**src/hdl/tlpb_pkg.sv**
```systemverilog
package tlpb_pkg;

    localparam int DEF_PANEL_COLS = 16;
    localparam int DEF_PANEL_ROWS = 16;
    localparam int COLOR_W = 24;
    localparam int COORD_W = 8;
    localparam int OP_W = 3;

    typedef enum logic [OP_W-1:0] {
        OP_SET         = 3'd0,
        OP_CLEAR_PIX   = 3'd1,
        OP_QUERY       = 3'd2,
        OP_CLEAR_LAYER = 3'd3,
        OP_ROW_FALL    = 3'd4,
        OP_HLINE       = 3'd5,
        OP_VLINE       = 3'd6
    } op_t;

    typedef enum logic [2:0] {
        ST_INIT,
        ST_IDLE,
        ST_CLEAR,
        ST_FALL,
        ST_LINE
    } state_t;

    // Commands from the controller to the datapath.
    typedef struct packed {
        logic accept;
        logic init;
        logic clear;
        logic fall;
        logic line;
    } cmd_t;

    // Status from the datapath to the controller.
    typedef struct packed {
        logic advance;
        logic cnt_zero;
    } stat_t;

endpackage

```
**src/hdl/tlpb_ctrl.sv**
```systemverilog
module tlpb_ctrl (
    input  logic                            clk,
    input  logic                            rst_n,
    input  logic                            in_valid,
    input  logic [tlpb_pkg::OP_W-1:0]       operation,
    input  tlpb_pkg::stat_t                 stat,
    output logic                            in_stall,
    output tlpb_pkg::cmd_t                  cmd
);
    import tlpb_pkg::*;

    state_t state_reg;
    state_t state_next;
    op_t    op;
    logic   accept;

    assign op     = op_t'(operation);
    assign accept = in_valid && !in_stall;

    always_ff @(posedge clk or negedge rst_n)
    begin
        if (!rst_n)
        begin
            state_reg <= ST_INIT;
        end
        else
        begin
            state_reg <= state_next;
        end
    end

    always_comb
    begin
        state_next = state_reg;
        case (state_reg)
            ST_IDLE:
            begin
                if (accept)
                begin
                    case (op)
                        OP_CLEAR_LAYER: state_next = ST_CLEAR;
                        OP_ROW_FALL:    state_next = ST_FALL;
                        OP_HLINE:       state_next = ST_LINE;
                        OP_VLINE:       state_next = ST_LINE;
                        default:        state_next = ST_IDLE;
                    endcase
                end
            end
            ST_INIT, ST_CLEAR, ST_FALL, ST_LINE:
            begin
                // A row fall's last copy is written in the cycle the count reads zero.
                if (stat.cnt_zero)
                begin
                    state_next = ST_IDLE;
                end
            end
            default:
            begin
                state_next = ST_INIT;
            end
        endcase
    end

    always_comb
    begin
        in_stall   = (state_reg != ST_IDLE) || !stat.advance;
        cmd.accept = accept;
        cmd.init   = 1'b0;
        cmd.clear  = 1'b0;
        cmd.fall   = 1'b0;
        cmd.line   = 1'b0;
        case (state_reg)
            ST_INIT:  cmd.init  = 1'b1;
            ST_CLEAR: cmd.clear = 1'b1;
            ST_FALL:  cmd.fall  = 1'b1;
            ST_LINE:  cmd.line  = 1'b1;
            default:  cmd.init  = 1'b0;
        endcase
    end

endmodule

```
**config.mk**
```make
export PLATFORM = sky130hd
export DESIGN_NAME = tlpb_ctrl
export DESIGN_NICKNAME = d
export VERILOG_FILES = /design/src/hdl/tlpb_pkg.sv /design/src/hdl/tlpb_ctrl.sv
export SDC_FILE = /design/constraint.sdc
export NUM_CORES = 1
export LEC_CHECK = 0
export BUFFER_PORTS_ARGS = -buffer_cell sky130_fd_sc_hd__buf_2
export CAP_MARGIN = 0
export CORE_AREA = 2 2 39 41
export CTS_BUF_LIST = sky130_fd_sc_hd__clkbuf_8
export CTS_CLUSTER_SIZE = 14
export DETAILED_ROUTE_END_ITERATION = 16
export DIE_AREA = 0 0 41 43
export GPL_TIMING_DRIVEN = 0
export PLACE_DENSITY_LB_ADDON = 0.2
export SLEW_MARGIN = 20
export SYNTH_ARGS = -nofsm -noshare
export SYNTH_HDL_FRONTEND = slang
export SYNTH_SLANG_ARGS = --single-unit
```
**constraint.sdc**
```tcl
create_clock -name clk -period 2.3 [get_ports clk]
set_input_delay 0.345 -clock clk [delete_from_list [all_inputs] [get_ports clk]]
set_output_delay 0.345 -clock clk [all_outputs]
set_load 0.005 [all_outputs]
```
Word-level counts from Yosys, hierarchy flattened --
Index checks and enable logic that the tools add are counted.
Word-level totals: register bits 3, input bits 8, word-level logic and storage cells 28, output and inout bits 6
Cells by class: mux-type cells 8, equal/unequal tests 11, reductions and logical operators 8
Operators with widths (count):
- $eq A3 B3 Y1 const B | 4
- $eq A3 B2 Y1 const B | 3
- $pmux W3 S3 | 1
- $mux W3 | 2
- $pmux W3 S2 | 1
- $mux W1 | 4
- $ne A2 B2 Y1 const B | 2
- $reduce_or A4 Y1 | 1
- $eq A3 B1 Y1 const B | 1
- $logic_not A3 Y1 | 1
- $ne A3 B1 Y1 const B | 1
- $logic_not A1 Y1 | 2
- $reduce_and A2 Y1 | 1
- $reduce_or A2 Y1 | 1
- $logic_and A1 B1 Y1 | 1
- $logic_or A1 B1 Y1 | 1

Depth between registers and ports, before layout --
word-level depth 6, mapped depth 4

Worst setup path before layout --
OpenSTA, ideal clock, no wires.
path kind reg2out, from register state_reg[1], to output port cmd[4] (netlist bit), setup slack 1.132 ns, cell stages (with the launch flop) 5, required time 1.955 ns, buffers on the path 1, data arrival time 0.823 ns, path through dfrtp_1 -> nor2_1 -> nand4_1 -> inv_1 -> buf_4
On the way: longest elaborated chain between the ends 4
Ends and longest elaborated chain:
- from (decl) | line tlpb_ctrl.sv:12 | state_t state_reg;
- from (signal assigned) | line tlpb_ctrl.sv:28 | state_reg <= state_next;
- $ne A3 B1 Y1 | line tlpb_ctrl.sv:66 | in_stall = (state_reg != ST_IDLE) || !stat.advance;
- $logic_or A1 B1 Y1 | line tlpb_ctrl.sv:66
- $logic_not A1 Y1 | line tlpb_ctrl.sv:18 | assign accept = in_valid && !in_stall;
- $logic_and A1 B1 Y1 | line tlpb_ctrl.sv:18
- to (decl) | line tlpb_ctrl.sv:8 | output tlpb_pkg::cmd_t cmd
Every way passes these cells.

Final worst setup path --
Same ends and word-level chain as after synthesis.

==> out/metrics.yaml <==
rsz0062_at_grt: "false"
final_cells: 64
die_h_um: 43
numPlacedInstances: 59
pre_cts_ws_ps: 958
h-tree-depth: 1
path_clk_slew_ps: 30
yosysSeqAreaShare_pct: 31.3
relSlewSlack_pct: 87.9
dpl.hpwl_um: 429
finalCritPeriodShare_pct: 67.6
coreArea_um2: 1380
path_cells: "nor2_1 -> nand4_1 -> inv_1 -> buf_4 -> buf_2"
drt_iter0_drc: 1
yosysWarnings: 0
synth_async_sr_flop_share_pct: 100
finalMaxSlewViolations: 0
drt_wl_total_um: 532
grt_pass1_vias: 234
drcViolationCount: 0
globalRouteTotalUtil_pct: 7.24
cp.required_ps: 1960
first_pass_iters: 3
cts_tree: "built"
worst_pin_slew_ps: 181
synth.avg_cell_area_um2: 8.01
grt_max_degree: 10
drtAntennaViolNets: 0
period_minus_slack_ps: 1560
tns_ps: 0
netlist_instances: 30
area_growth_pct: 58.3
viasPerCell: 4.09
synth_area_um2: 240
layout-drive-gt1-share_pct: 43.8
cellLeakagePower_uw: 0.000200
synth_nets: 38
power_density_nw_per_um2: 699
port_buffers: 13
synth_edf_count: 0
cp_max_fo: 6
synth_ff_type: "dfrtp_1"
cp-start-kind: "register"
die_area_um2: 1760
status: "complete, no violations"
root_buffer: "clkbuf_8"
clk_latency_ps: 210
synthTopCellsByArea: "dfrtp_1, nor2_1, a211oi_2"
vias: 262
worstHoldPathCells: 2
yosysTopAreaCellShare_pct: 31.3
skew_ps: 1.64
postCtsResizedCells: 0
critPathMaxStageDelay_ps: 420
finish.utilization_pct: 27.5
hp-class: "primary input to register"
cp_slowest_cell: "dfrtp_1"
largest_reg_flops: 3
layout.nets: 57
power.total_uw: 266
maxCapViolations: 0
setup_ws_ps: 744
max_freq_mhz: 643
end_kind: "output port"
top_level_ports: 14
r2r_cells: 3
ir_worst_vdd_uv: 227
antenna_found_initial: 0
synth_seq_cells: 3
die_w_um: 41
diodes: 0
yosysUniqueCellTypes: 20
cp.arrival_ps: 1210
cts_buffer_depth: 2
yosys-top-cells-count: "nor2_1, dfrtp_1, inv_1"
yosys.cell_count.top_type: "nor2_1"
synth_top_area_cell: "dfrtp_1"
grt_pass1_wl_um: 848
grt_overflow: 0
cts_num_sinks: 3
fp-row-count: 14
routedWlPerCell_um: 8.31
worstSetupPathType: "register to output port"
place_congestion: 0.673
hold_viol: 0
numCtsBuffers: 3
finalSetupViolations: 0
start_util_pct: 17.4
[power by group]
part / switching [µW] / internal, µW
clock network: 34.1 / 114
registers: 2.97 / 58.0
logic: 29.8 / 27.5
total: 66.9 / 199
[critical path: cells and delay by family (launching register included)]
kind / cells / cell delay [ps]
and+or+nand+nor: 2 / 310
DFF: 1 / 420
buffers and inverters: 3 / 260
[what timing repair did]
item / 4_1_cts / 5_1_grt
buffers inserted: 0 / 0
endpoints found under the hold margin: 3 / 0
hold buffers: 1 / 0
[per-layer routing]
metal | global-route usage (%) | routed length [µm] | vias to the layer above
met5 | 0 | 0 | -
met4 | 6.00 | 10 | 0
met3 | 1.57 | 34 | 2
met2 | 9.38 | 249 | 10
met1 | 9.68 | 236 | 110
li1 | - | - | 140
[placed cells by master (no fill, tap or decap), drive strengths merged]
cell type    Yosys  routed
dlygate4sd3      0       1
nor3b            1       1
nand2            1       1
dfrtp            3       3
nand4b           1       1
o2bb2ai          1       1
xor2             1       1
xnor2            1       1
a21oi            2       2
buf              2      15
nand4            1       1
clkbuf           0       3
nor3             1       1
and3b            1       1
inv              3       4
nand3            1       1
o21ai            2       2
a211oi           1       1
o22ai            1       1
nand2b           1       1
nor2             5       5
[per-stage QoR]
| step | hold WS [ps] | cell area, µm² |
|---|---|---|
| floorplan | 49.4 | 240 |
| global route | 401 | 380 |
| global placement | 142 | 325 |
| CTS | 365 | 380 |
| finish | 369 | 380 |
| detailed placement | 141 | 325 |
[area by class of cell]
| type | count | area, µm² |
|---|---|---|
| flip-flops and latches | 3 | 75.1 |
| repair buffers | 14 | 75.1 |
| fillers | 155 | 1000 |
| plain buffers | 2 | 12.5 |
| clock inverters | 1 | 3.75 |
| inverters | 3 | 11.3 |
| well taps | 16 | 20.0 |
| multi-input cells | 22 | 141 |
| clock buffers | 3 | 41.3 |
[final timing paths]
path                         startpoint            to  slack (ps)
setup / recovery           state_reg[1]        cmd[4]         740
hold / removal                  stat[0]  state_reg[1]         370
setup reg to reg           state_reg[1]  state_reg[0]        1300
hold reg to reg            state_reg[2]  state_reg[0]         630
max in group asynchronous         rst_n  state_reg[0]        1740
min in group asynchronous         rst_n  state_reg[2]         460
[cell families (layout without fill, tap and decap cells)]
kind of cell           after synthesis  count (layout)  synth area share, %
flip-flops                           3               3                 31.2
buffers and inverters                5              23                 9.89
AO/OA/AOI/OAI                        7               7                 19.8
XOR/XNOR                             2               2                 7.29
AND/OR/NAND/NOR                     13              13                 31.8
(Power assumes the default switching activity.)
